File: src/hw/rtl/png_unf_pkg.sv
`timescale 1ns / 1ps
`default_nettype none
// ----------------------------------------------------------------------------
// png_unf_pkg
// Shared types and constants of the PNG scanline unfilter for RGBA8 pixels.
// ----------------------------------------------------------------------------
package png_unf_pkg;

	// width and reset of the row width register
	localparam int                      ROW_WIDTH_W     = 11;
	localparam logic [ROW_WIDTH_W-1:0]  ROW_WIDTH_RESET = 11'd1024;

	// filter types of a scanline
	typedef enum logic [2:0] {
		FILT_NONE  = 3'd0,
		FILT_SUB   = 3'd1,
		FILT_UP    = 3'd2,
		FILT_AVG   = 3'd3,
		FILT_PAETH = 3'd4
	} filter_t;

	// one pixel, channel 0 red, 1 green, 2 blue, 3 alpha
	typedef logic [3:0][7:0] pix_t;

	// position flags of the pixel being taken
	typedef struct packed {
		logic first_row;
		logic row_end;
	} pos_flags_t;

endpackage : png_unf_pkg
`default_nettype wire

File: src/hw/rtl/png_unf_pos.sv
`timescale 1ns / 1ps
`default_nettype none
// ----------------------------------------------------------------------------
// png_unf_pos
// Column counter and first-row flag; decides the row end of each pixel.
// ----------------------------------------------------------------------------
module png_unf_pos
	import png_unf_pkg::*;
#(
	parameter int MAX_ROW_PIXELS = 1024
) (
	input  wire logic                   clk,
	input  wire logic                   arst_n,
	input  wire logic                   take,
	input  wire logic                   start,
	input  wire logic [ROW_WIDTH_W-1:0] row_width,
	output logic [((MAX_ROW_PIXELS > 1) ? $clog2(MAX_ROW_PIXELS) : 1)-1:0] col,
	output pos_flags_t                  flags
);

	localparam int COL_W = (MAX_ROW_PIXELS > 1) ? $clog2(MAX_ROW_PIXELS) : 1;
	localparam int CMP_W = (COL_W + 1 > ROW_WIDTH_W) ? COL_W + 1 : ROW_WIDTH_W;
	localparam logic [CMP_W-1:0] MAX_W = CMP_W'(MAX_ROW_PIXELS);

	logic [COL_W-1:0] col_q;
	logic             first_q;
	logic [COL_W:0]   col_inc;
	logic [CMP_W-1:0] wid_raw;
	logic [CMP_W-1:0] wid_eff;
	logic             row_end;

	// position of this pixel, cleared by an image start
	assign col         = start ? '0 : col_q;
	assign flags.first_row = start | first_q;

	// effective width clamped to one and to the store depth
	always_comb begin
		wid_raw = CMP_W'(row_width);
		if (wid_raw == '0) begin
			wid_eff = CMP_W'(1);
		end else if (wid_raw > MAX_W) begin
			wid_eff = MAX_W;
		end else begin
			wid_eff = wid_raw;
		end
	end

	assign col_inc       = {1'b0, col} + (COL_W+1)'(1);
	assign row_end       = CMP_W'(col_inc) >= wid_eff;
	assign flags.row_end = row_end;

	// advance on every taken pixel
	always_ff @(posedge clk or negedge arst_n) begin
		if (!arst_n) begin
			col_q   <= '0;
			first_q <= 1'b1;
		end else if (take) begin
			col_q   <= row_end ? '0 : col_inc[COL_W-1:0];
			first_q <= row_end ? 1'b0 : flags.first_row;
		end
	end

endmodule : png_unf_pos
`default_nettype wire

File: config.mk
export PLATFORM = sky130hd
export DESIGN_NAME = png_unf_pos
export DESIGN_NICKNAME = d
export VERILOG_FILES = /design/src/hw/rtl/png_unf_pkg.sv /design/src/hw/rtl/png_unf_pos.sv
export SDC_FILE = /design/constraint.sdc
export NUM_CORES = 1
export LEC_CHECK = 0
export ABC_AREA = 1
export BUFFER_PORTS_ARGS = -buffer_cell sky130_fd_sc_hd__buf_2
export CAP_MARGIN = 40
export CORE_AREA = 4 4 59 61
export CTS_BUF_LIST = sky130_fd_sc_hd__clkbuf_16
export CTS_CLUSTER_DIAMETER = 30
export DETAILED_ROUTE_END_ITERATION = 7
export DIE_AREA = 0 0 63 65
export SLEW_MARGIN = 20
export SYNTH_ARGS = -nofsm -noshare
export SYNTH_HDL_FRONTEND = slang
export SYNTH_SLANG_ARGS = --single-unit
File: constraint.sdc
create_clock -name clk -period 2.64 [get_ports clk]
set_input_delay 0.396 -clock clk [delete_from_list [all_inputs] [get_ports clk]]
set_output_delay 0.396 -clock clk [all_outputs]
set_load 0.005 [all_outputs]
==> metrics.txt <==
Synth Area in XOR/XNOR 1.525%; slew at the pin with the worst max-slew slack 0.3584 ns; met2 usage 26.35%; clk_skew 0.0007266 ns; Slew Limit Fails 0; Inst Count DP 252; status complete, no violations; CP max stage cell or2_2; Congestion Overflow GR 0; Max FO, Critical Path 5; CP most frequent cell nand2_1; post-route ant nets 0; Critical Setup Path Class in -> out; initial antenna violation count 0; cell area after synthesis 1149 um^2; Total Wirelength 3226 um; Die ar. 4095 um^2; CP endpoint kind output pin; Seq/Total Area, Yosys 24.07%; share of post-route cells with drive strength above 1 38.46%; final setup margin 0.02853 ns; Synth Warn # 0; synthesis-to-layout area growth 45.21%; max incr delay on CP 0.31 ns; maximum VDD drop 0.0003217 V; busiest grt layer met2; Worst-path clk slew 0.04 ns; pin count of the biggest net entering global routing 13; max cap viols 0; CTS tree done; worst-path cell chain buf_2 -> or2_2 -> nor3_4 -> nand3_2 -> nand2_4 -> nand2_1 -> ha_1 -> nand2_2 -> inv_1 -> nand2_2 -> nor2_1 -> nand2_1 -> nand2_1 -> nor2_2 -> inv_1 -> buf_2; Yosys cell types 23; diodes inserted 0; WL/cell 12.08 um; compound-gate portion of the synthesized area 2.179%; clk root buf clkbuf_16; via count of the first global-routing pass 1149; syn avg cell area 6.110 um^2; WP data required 2.24 ns; top achievable clock speed 382.9 MHz; Final period util 98.92%; final net count 262; DRC viols 0; leak pwr 0.9618 nW; # rows 20; core area 2978 um^2; Critical Path AT 2.22 ns; met1 Use GR 19.70%; Slew Limit Headroom 76.08%; vias per inst 4.790; Setup crit start kind input port; final hold vios 0; vias 1279; RSZ-0062 raised after global routing yes; Buf+Inv Stages, Crit Path 4; maximum clock path buffer count 2; Starting Density 38.57%; First DRT Iteration DRCs 50; most common cell after layout, fill and taps aside nand2_1; adder-cell share of the synthesized area 13.07%; Fill cells 297; GPL Wtd Cong 0.8273; placed cell area 1375 um^2; commonest non-fill, non-tap cells in the layout nand2_1 (66), buf_2 (26), inv_1 (23), nand3_1 (19), buf_4 (18); Port Buf Inserts 26; Die Y 65 um; Post-Synth Simple-Gate Area 48.26%; Worst path top cell family by delay simple AND/OR/NAND/NOR gates; number of buffers created by CTS 3; final setup fails 0; mux contribution to synthesized area 0%; syn nets 215; first-pass GRT wire length 5030 um; Die Span X 63 um; fin area 1668 um^2; min Tclk post-route 2.611 ns; Power Density 378.6 nW/um^2; worst min-delay path class in -> async; CTS sink count 11; met3 usage 4.506%; insertion delay to the later sink of the worst-skew pair 0.24 ns; htree depth 1; Layout Cells excl Fill 267; Detailed Place HPWL 2331 um; Synth Instances 188; DP Worst Slack -0.08724 ns; drt first pass iters 4; GRT Total Usage 15.44%; I/O Pins 27; largest family of logic cells by synthesized area simple AND/OR/NAND/NOR gates; Yosys reg bits 11
## where the power goes
part | leakage, nW | switching (mW) | internal (mW)
Clock | 0.0423 | 0.0789 | 0.199
Combinational | 0.775 | 0.0890 | 0.0744
Sequential | 0.145 | 0.00891 | 0.181
## cells in the mapped netlist, drive strengths merged
library cell | n | share of area (%)
o21ai | 2 | 0.87
clkbuf | 1 | 0.33
ha | 12 | 13
nand2 | 74 | 24
nand3 | 24 | 11
nor2 | 19 | 7.1
buf | 3 | 1.4
or2 | 3 | 1.6
dfstp | 1 | 2.3
a21oi | 3 | 1.3
dfrtp | 10 | 22
inv | 28 | 9.2
nand4 | 1 | 0.55
nor3 | 2 | 1.3
nand3b | 3 | 2.0
xor2 | 2 | 1.5
## stage by stage
stage,utilization [%],TNS [ns],hold slack (ns),total power [mW]
after global placement,46.18,-0.04626,0.2887,0.3190
after floorplan,-,0,0.1004,0.2696
final,56.01,0,0.03426,0.6314
after detailed placement,46.18,-0.08724,0.2940,0.3200
after global routing,56.01,-0.1234,0.05137,0.6658
after CTS,50.63,-0.009816,0.03884,0.6154
## repair_timing
| item | CTS | global route |
|---|---|---|
| pin swaps | 9 | 19 |
| gates resized for setup | 10 | 25 |
| hold buffers | 0 | 0 |
| buffers inserted | 3 | 7 |
| cloned | 0 | 1 |
| endpoints found under the setup margin | 1 | 12 |
## final cells by class
| cell class | count | area, um^2 | area share [%] |
|---|---|---|---|
| multi-input combinational | 146 | 888.4 | 53.26 |
| sequential | 11 | 277.8 | 16.65 |
| timing repair buffer | 45 | 276.5 | 16.58 |
| inverter | 28 | 105.1 | 6.302 |
| clock buffer | 3 | 75.07 | 4.501 |
| tap | 33 | 41.29 | 2.476 |
| clock inverter | 1 | 3.754 | 0.2251 |
## cells by family (layout without fill, tap and decap cells)
kind of cell / Yosys count / after routing
xor gates and xnor gates: 2 / 2
adders and majority gates: 12 / 12
AOI/OAI and AO/OA: 5 / 5
and+or+nand+nor: 126 / 127
buffers and inverters: 32 / 77
DFF: 11 / 11
## metal layers
metal  wire, um  up-vias  share of wire (%)
met1       1516      580                 47
met4         11        0               0.34
met3        120        3                3.7
met2       1578       16                 49
li1           -      680                  -
met5          0        -                  0
## path summary, 6_finish.rpt
path	start	end	slack [ns]	cells past startpoint
max in group asynchronous	arst_n	first_q	2.33	1
setup / recovery	row_width[0]	flags[0]	0.03	16
min in group clk	first_q	first_q	0.46	2
setup reg to reg	col_q[0]	col_q[6]	0.21	21
hold reg to reg	first_q	first_q	0.46	2
hold / removal	arst_n	col_q[1]	0.03	1
## sequential cells by signal (all words and copies together), names as in the netlist
| name | count |
|---|---|
| first_q | 1 |
| col_q | 10 |
## worst reg2reg max path, stage by stage, from the launching register on
cell,delay [ns]
dfrtp_1,0.36
inv_2,0.05
nor2_4,0.11
ha_4,0.15
inv_2,0.05
nor2_4,0.14
nand2_2,0.08
nand2_1,0.07
nand2_2,0.08
ha_4,0.28
nand2_2,0.05
inv_1,0.06
nand2_2,0.05
nor2_1,0.09
nand2_1,0.05
nand2_1,0.06
nor2_2,0.04
buf_4,0.12
buf_4,0.12
buf_4,0.17
nand3_1,0.08
nand2_1,0.05
Note: power is estimated with default switching activity, not from simulation.
