==> src/hw/rtl/png_unf_pkg.sv <==
`timescale 1ns / 1ps
`default_nettype none
// ----------------------------------------------------------------------------
// png_unf_pkg
// Shared types and constants of the PNG scanline unfilter for RGBA8 pixels.
// ----------------------------------------------------------------------------
package png_unf_pkg;

	// width and reset of the row width register
	localparam int                      ROW_WIDTH_W     = 11;
	localparam logic [ROW_WIDTH_W-1:0]  ROW_WIDTH_RESET = 11'd1024;

	// filter types of a scanline
	typedef enum logic [2:0] {
		FILT_NONE  = 3'd0,
		FILT_SUB   = 3'd1,
		FILT_UP    = 3'd2,
		FILT_AVG   = 3'd3,
		FILT_PAETH = 3'd4
	} filter_t;

	// one pixel, channel 0 red, 1 green, 2 blue, 3 alpha
	typedef logic [3:0][7:0] pix_t;

	// position flags of the pixel being taken
	typedef struct packed {
		logic first_row;
		logic row_end;
	} pos_flags_t;

endpackage : png_unf_pkg
`default_nettype wire

==> src/hw/rtl/png_unf_predict.sv <==
`timescale 1ns / 1ps
`default_nettype none
// ----------------------------------------------------------------------------
// png_unf_predict
// Per-channel predictor (sub, up, average, paeth) and modulo-256 add.
// ----------------------------------------------------------------------------
module png_unf_predict
	import png_unf_pkg::*;
(
	input  wire logic [2:0] filter_type,
	input  wire pix_t       raw,
	input  wire pix_t       left,
	input  wire pix_t       up,
	input  wire pix_t       up_left,
	output pix_t            result
);

	// paeth predictor of one channel
	function automatic logic [7:0] paeth(input logic [7:0] a, input logic [7:0] b,
			input logic [7:0] c);
		logic signed [10:0] p;
		logic signed [10:0] da;
		logic signed [10:0] db;
		logic signed [10:0] dc;
		logic [7:0]         sel;
		p  = $signed({3'b000, a}) + $signed({3'b000, b}) - $signed({3'b000, c});
		da = p - $signed({3'b000, a});
		db = p - $signed({3'b000, b});
		dc = p - $signed({3'b000, c});
		if (da < 0) da = -da;
		if (db < 0) db = -db;
		if (dc < 0) dc = -dc;
		if (da <= db && da <= dc) begin
			sel = a;
		end else if (db <= dc) begin
			sel = b;
		end else begin
			sel = c;
		end
		return sel;
	endfunction

	pix_t       pred;
	logic [8:0] avg_sum [4];

	// prediction, channels are independent
	always_comb begin
		for (int ch = 0; ch < 4; ch++) begin
			avg_sum[ch] = {1'b0, left[ch]} + {1'b0, up[ch]};
			case (filter_t'(filter_type))
				FILT_SUB:   pred[ch] = left[ch];
				FILT_UP:    pred[ch] = up[ch];
				FILT_AVG:   pred[ch] = avg_sum[ch][8:1];
				FILT_PAETH: pred[ch] = paeth(left[ch], up[ch], up_left[ch]);
				default:    pred[ch] = 8'd0;
			endcase
			result[ch] = raw[ch] + pred[ch];
		end
	end

endmodule : png_unf_predict
`default_nettype wire

==> config.mk <==
export PLATFORM = sky130hd
export DESIGN_NAME = png_unf_predict
export DESIGN_NICKNAME = d
export VERILOG_FILES = /design/src/hw/rtl/png_unf_pkg.sv /design/src/hw/rtl/png_unf_predict.sv
export SDC_FILE = /design/constraint.sdc
export NUM_CORES = 1
export LEC_CHECK = 0
export BUFFER_PORTS_ARGS = -buffer_cell sky130_fd_sc_hd__buf_2
export CAP_MARGIN = 40
export CORE_MARGIN = 5
export CORE_UTILIZATION = 48
export DETAILED_ROUTE_END_ITERATION = 8
export GPL_TIMING_DRIVEN = 1
export PLACE_DENSITY = 0.74
export SYNTH_ARGS = -nofsm -noshare
export SYNTH_HDL_FRONTEND = slang
export SYNTH_SLANG_ARGS = --single-unit
==> constraint.sdc <==
create_clock -name vclk -period 27.1
set_clock_uncertainty 0.05 [all_clocks]
set_input_delay 4.065 -clock vclk [all_inputs]
set_output_delay 4.065 -clock vclk [all_outputs]
set_load 0.02 [all_outputs]
==> results by group, run 1 <==
Run status
  • Outcome: complete, no violations

Die
  • Die width: 191.9 µm
  • Full die area: 36820 µm²
  • Initial Util: 0.4868
  • # IOs: 163
  • Cell row count: 66
  • CORE AREA: 32620 µm²
  • Die height: 191.9 µm

Routing
  • Drc violations: 0
  • Routed WL: 50730 µm
  • Vias: 16562
  • Pre-antenna DRT Iters: 6
  • Via/cell ratio: 5.975
  • DR WL/cell: 18.30 µm
  • Initial drt markers: 1073
  • Post-route ant nets: 0

Min path
  • Hold path cells: 3
  • Hold Path Class: input pin to output port
  • Worst Hold End: result[0]
  • Worst Min Path Start: raw[0]

Worst setup path
  • CP Launch Type: input pin
  • Buf/Inv on CP: 4
  • Kind of critical path: input pin to output port
  • Arrival @ worst endpoint: 12.55 ns
  • Worst path top cell family by delay: compound AO/OA/AOI/OAI gates
  • CP Data Required Time: 22.98 ns
  • Crit-path max cell delay: 0.60 ns
  • Worst path slowest cell: a21oi_1
  • Max FO, Critical Path: 9
  • Crit. End Element: output port

Logic synthesis
  • Post-synth cell types: 95
  • Top cells by count, synth: ha_1, nor2_1, inv_1
  • Synth Warn #: 0
  • Syn Inst Count: 2175
  • Most numerous cell in the Yosys netlist: ha_1
  • Syn Area/Cell: 7.301 µm²
  • Area share of the leading cell type in the synthesized netlist: 0.2490
  • Area of the mapped netlist: 15880 µm²
  • Top post-synthesis cells by area: ha_1, xnor2_1, fa_1
  • Seq/Total Area, Yosys: 0
  • Leading area contributor after synthesis: ha_1

Clock tree
  • Post-CTS setup repair buffer count: 0
  • Post-cts sizing count: 0
  • Hold_buf cts: 0

STA
  • Fin crit share: 0.6151
  • Fin. Hold Viols: 0
  • Least-Margin Pin Slew: 0.8839 ns
  • Worst rel slew slack: 0.4033
  • Final setup fails: 0
  • Tmin final: 16.67 ns
  • Max frequency: 59.99 MHz
  • RSZ-0062 raised after global routing: false
  • Pins Over Slew Limit: 0
  • Total negative setup slack: 0 ns

Layout
  • Ant. Diodes: 0
  • Sequential Area: 0 µm²
  • Share of layout cells above drive strength 1: 0.1069
  • # clk buffers: 0
  • FF+latch count: 0
  • # nets final: 2831
  • Fill cells: 3223
  • Area Growth Syn to Fin: 8.715%

Global routing
  • Largest net degree at the start of global routing: 23
  • GRT Overall Usage: 0.2649
  • Initial antenna violation count: 1
  • First-pass GRT wire length: 80220 µm
  • GR Overflow Total: 0
  • Number of global-route vias before repair: 15619

Placed design
  • Placer Congestion: 1.001
  • DP Wirelength: 44390 µm
  • I/O Buffers: 163

Job
  • Max cap viols: 0
-- placed cells by master, fill, tap and decap left out, drive strengths merged, types with 45 or more instances in the layout --
cell	count
ha	316
nor2	232
inv	204
buf	175
xnor2	152
o21ai	133
nand2	132
a21oi	124
xor2	94
nor3	78
fa	52
nand3	48
nor2b	45
-- tightest hold or removal path, delay by kind of cell --
family                     cells  cell delay [ns]
adders and majority gates      1             0.11
buffers and inverters          2             0.23
-- worst max-delay path by stage --
stage                     cells past startpoint      from         end  slack, ns
final                                        36   left[9]  result[15]      10.43
after global routing                         35   left[1]   result[7]       9.79
after CTS                                    38  left[17]  result[23]      10.51
after detailed placement                     38  left[17]  result[23]      10.55
after global placement                       36  left[25]  result[31]      10.35
after floorplan                              35  left[17]  result[23]      11.79
-- cells by family (layout without fill, tap and decap cells) --
logic type / after synthesis / in the layout / share of synthesized area
and+or+nand+nor: 709 / 709 / 0.2198
AOI/OAI and AO/OA: 597 / 597 / 0.2581
adders and majority gates: 368 / 368 / 0.3146
xor gates and xnor gates: 246 / 246 / 0.1376
buffers and inverters: 230 / 379 / 0.05484
muxes: 23 / 23 / 0.01466
other: 2 / 8 / 0.0004730
-- cell type report --
cell class | instances | area, µm² | area share
inverter | 204 | 765.7 | 0.04436
multi-input combinational | 1951 | 15040 | 0.8713
tap | 442 | 553.0 | 0.03204
timing repair buffer | 175 | 903.4 | 0.05233
-- per-layer routing --
metal  vias to the layer above  global-route usage  wire length, µm
met4                         2             0.06547             1551
met5                         -                   0                7
met1                      7710              0.3703            23560
met2                       553              0.4379            22400
li1                       8214                   -                -
met3                        83             0.02672             3202
-- metrics by stage --
stage	hold slack (ns)	worst slack (ns)	cell area, µm²	instances	util
2_1_floorplan	8.290	11.79	15900	2181	-
3_3_place_gp	8.421	10.35	17260	2771	0.5291
3_5_place_dp	8.423	10.55	17260	2772	0.5292
4_1_cts	8.423	10.51	17260	2772	0.5292
5_1_grt	8.447	9.794	17260	2772	0.5292
6_report	8.418	10.43	17260	2772	0.5292
Power of run 1 is left out: the tool's default activity adds up to more than one toggle a clock period on the data nets, which glitch-free logic cannot reach.
==> inputs of run 2 (changes only) <==
PLACE_DENSITY = 0.77   (was 0.74)
clock period = 14.48 ns   (was 27.1 ns; I/O delays follow)
==> run 2 against run 1 <==
Final area is 0.12% higher; flip-flop and latch count stayed put; routed wire length is 0.52% higher; clock-buffer cell count stayed put; final cell count hardly changed; utilization is 0.065 points higher; critical path depth is 1 higher.
==> results by group, run 2 (synthesis gave the netlist of run 1 again) <==
Worst setup path
  • CP most frequent cell: a21oi_1
  • Crit. End Element: output port (unchanged)
  • CP Launch Type: input pin (unchanged)
  • Arrival @ worst endpoint: 10.66 ns (was 12.55 ns)
  • CP Data Required Time: 12.26 ns (was 22.98 ns)
  • Worst path slowest cell: fa_1 (was a21oi_1)
  • Crit-path max cell delay: 0.54 ns (was 0.60 ns)
  • Max FO, Critical Path: 8 (was 9)
  • Kind of critical path: input pin to output port (unchanged)

Run status
  • Outcome: complete, no violations (unchanged)

Min path
  • Worst Min Path Start: raw[16] (was raw[0])
  • Worst Hold End: result[16] (was result[0])
  • Hold Path Class: input pin to output port (unchanged)
  • Hold path cells: 3 (unchanged)

Routing
  • Routed wl met3: 3249 µm (was 3202 µm)
  • Metal2 WL: 23200 µm (was 22400 µm)
  • Met1 Wirelength: 23100 µm (was 23560 µm)
  • DR WL/cell: 18.38 µm (was 18.30 µm)
  • Initial drt markers: 1124 (was 1073)
  • Post-route ant nets: 0 (unchanged)
  • Max layer used: met5 (unchanged)
  • Drc violations: 0 (unchanged)
  • Via/cell ratio: 6.044 (was 5.975)
  • Pre-antenna DRT Iters: 6 (unchanged)
  • Vias: 16767 (was 16562)
  • Routed WL: 50990 µm (was 50730 µm)

STA
  • Tmin final: 12.89 ns
  • RSZ-0062 raised after global routing: false (unchanged)
  • Fin. Hold Viols: 0 (unchanged)
  • Total negative setup slack: 0 ns (unchanged)
  • Final setup fails: 0 (unchanged)
  • Worst rel slew slack: 0.3851 (was 0.4033)
  • Pins Over Slew Limit: 0 (unchanged)
  • Fin crit share: 0.8899
  • Least-Margin Pin Slew: 0.9145 ns (was 0.8839 ns)
  • Max frequency: 77.61 MHz

Clock tree
  • Post-cts sizing count: 0 (unchanged)
  • Hold_buf cts: 0 (unchanged)
  • Post-CTS setup repair buffer count: 0 (unchanged)

Layout
  • # nets final: 2832 (was 2831)
  • Fill cells: 3171 (was 3223)
  • # clk buffers: 0 (unchanged)
  • Commonest non-fill, non-tap cell in the layout: ha_1 (unchanged)
  • FF+latch count: 0 (unchanged)
  • Commonest non-fill, non-tap cells in the layout: ha_1, nor2_1, inv_1 (unchanged)
  • Area Growth Syn to Fin: 8.849% (was 8.715%)
  • Share of layout cells above drive strength 1: 0.1068 (was 0.1069)
  • Sequential Area: 0 µm² (unchanged)

Job
  • Max cap viols: 0 (unchanged)

Die
  • Full die area: 36820 µm² (unchanged)
  • Cell row count: 66 (unchanged)
  • Die height: 191.9 µm (unchanged)
  • # IOs: 163 (unchanged)
  • CORE AREA: 32620 µm² (unchanged)
  • Die width: 191.9 µm (unchanged)
  • Initial Util: 0.4868 (unchanged)

Global routing
  • Number of global-route vias before repair: 16078 (was 15619)
  • GRT Overall Usage: 0.2646 (was 0.2649)
  • Initial antenna violation count: 2 (was 1)
  • Largest net degree at the start of global routing: 23 (unchanged)
  • GR Overflow Total: 0 (unchanged)
  • First-pass GRT wire length: 80920 µm (was 80220 µm)

Placed design
  • I/O Buffers: 163 (unchanged)
  • Placer Congestion: 0.9893 (was 1.001)
  • DP Wirelength: 44370 µm (was 44390 µm)
[run 2: cell types whose count changed in the layout (fill, tap and decap cells not counted), sizes merged]
cell,change
buf,-1
clkdlybuf4s15,+1
diode,+1
dlymetal6s2s,+1
[run 2: area by class of cell]
class              instances  area (µm²)  area share
well taps                442       553.0     0.03200
inverters                204       765.7     0.04430
multi-input cells       1951       15040      0.8702
repair buffers           176       922.1     0.05335
diodes                     1       2.502   0.0001448
[run 2: layer usage]
metal	global-route usage	vias up
li1	-	8205
met1	0.3651	7887
met2	0.4515	590
met3	0.01836	83
met4	0.06133	2
met5	0	-
[run 2: worst max-delay path by stage]
| stage | startpoint | end | slack, ns | cells past startpoint |
|---|---|---|---|---|
| final | left[9] | result[15] | 1.59 | 37 |
| after global routing | left[9] | result[15] | 0.86 | 37 |
| after CTS | left[17] | result[23] | 1.69 | 38 |
| after detailed placement | left[17] | result[23] | 1.72 | 38 |
| after global placement | left[25] | result[31] | 1.62 | 36 |
| after floorplan | left[17] | result[23] | 2.96 | 35 |
[run 2: worst max-delay path, delay by kind of cell]
kind	cells	cell delay, ns
AOI/OAI and AO/OA	19	4.00
xor gates and xnor gates	3	0.72
adders and majority gates	5	1.78
buffers and inverters	5	0.82
muxes	1	0.29
and+or+nand+nor	4	0.86
[run 2: per-stage QoR]
stage | cell area (µm²) | hold WS, ns | std cells | utilization | setup WS [ns]
6_report | 17280 | 4.643 | 2774 | 0.5299 | 1.594
5_1_grt | 17280 | 4.661 | 2774 | 0.5299 | 0.8644
4_1_cts | 17270 | 4.648 | 2772 | 0.5294 | 1.692
3_5_place_dp | 17270 | 4.642 | 2772 | 0.5294 | 1.725
3_3_place_gp | 17260 | 4.638 | 2771 | 0.5291 | 1.618
2_1_floorplan | 15900 | 4.504 | 2181 | - | 2.956
Power of run 2 is left out for the same reason.
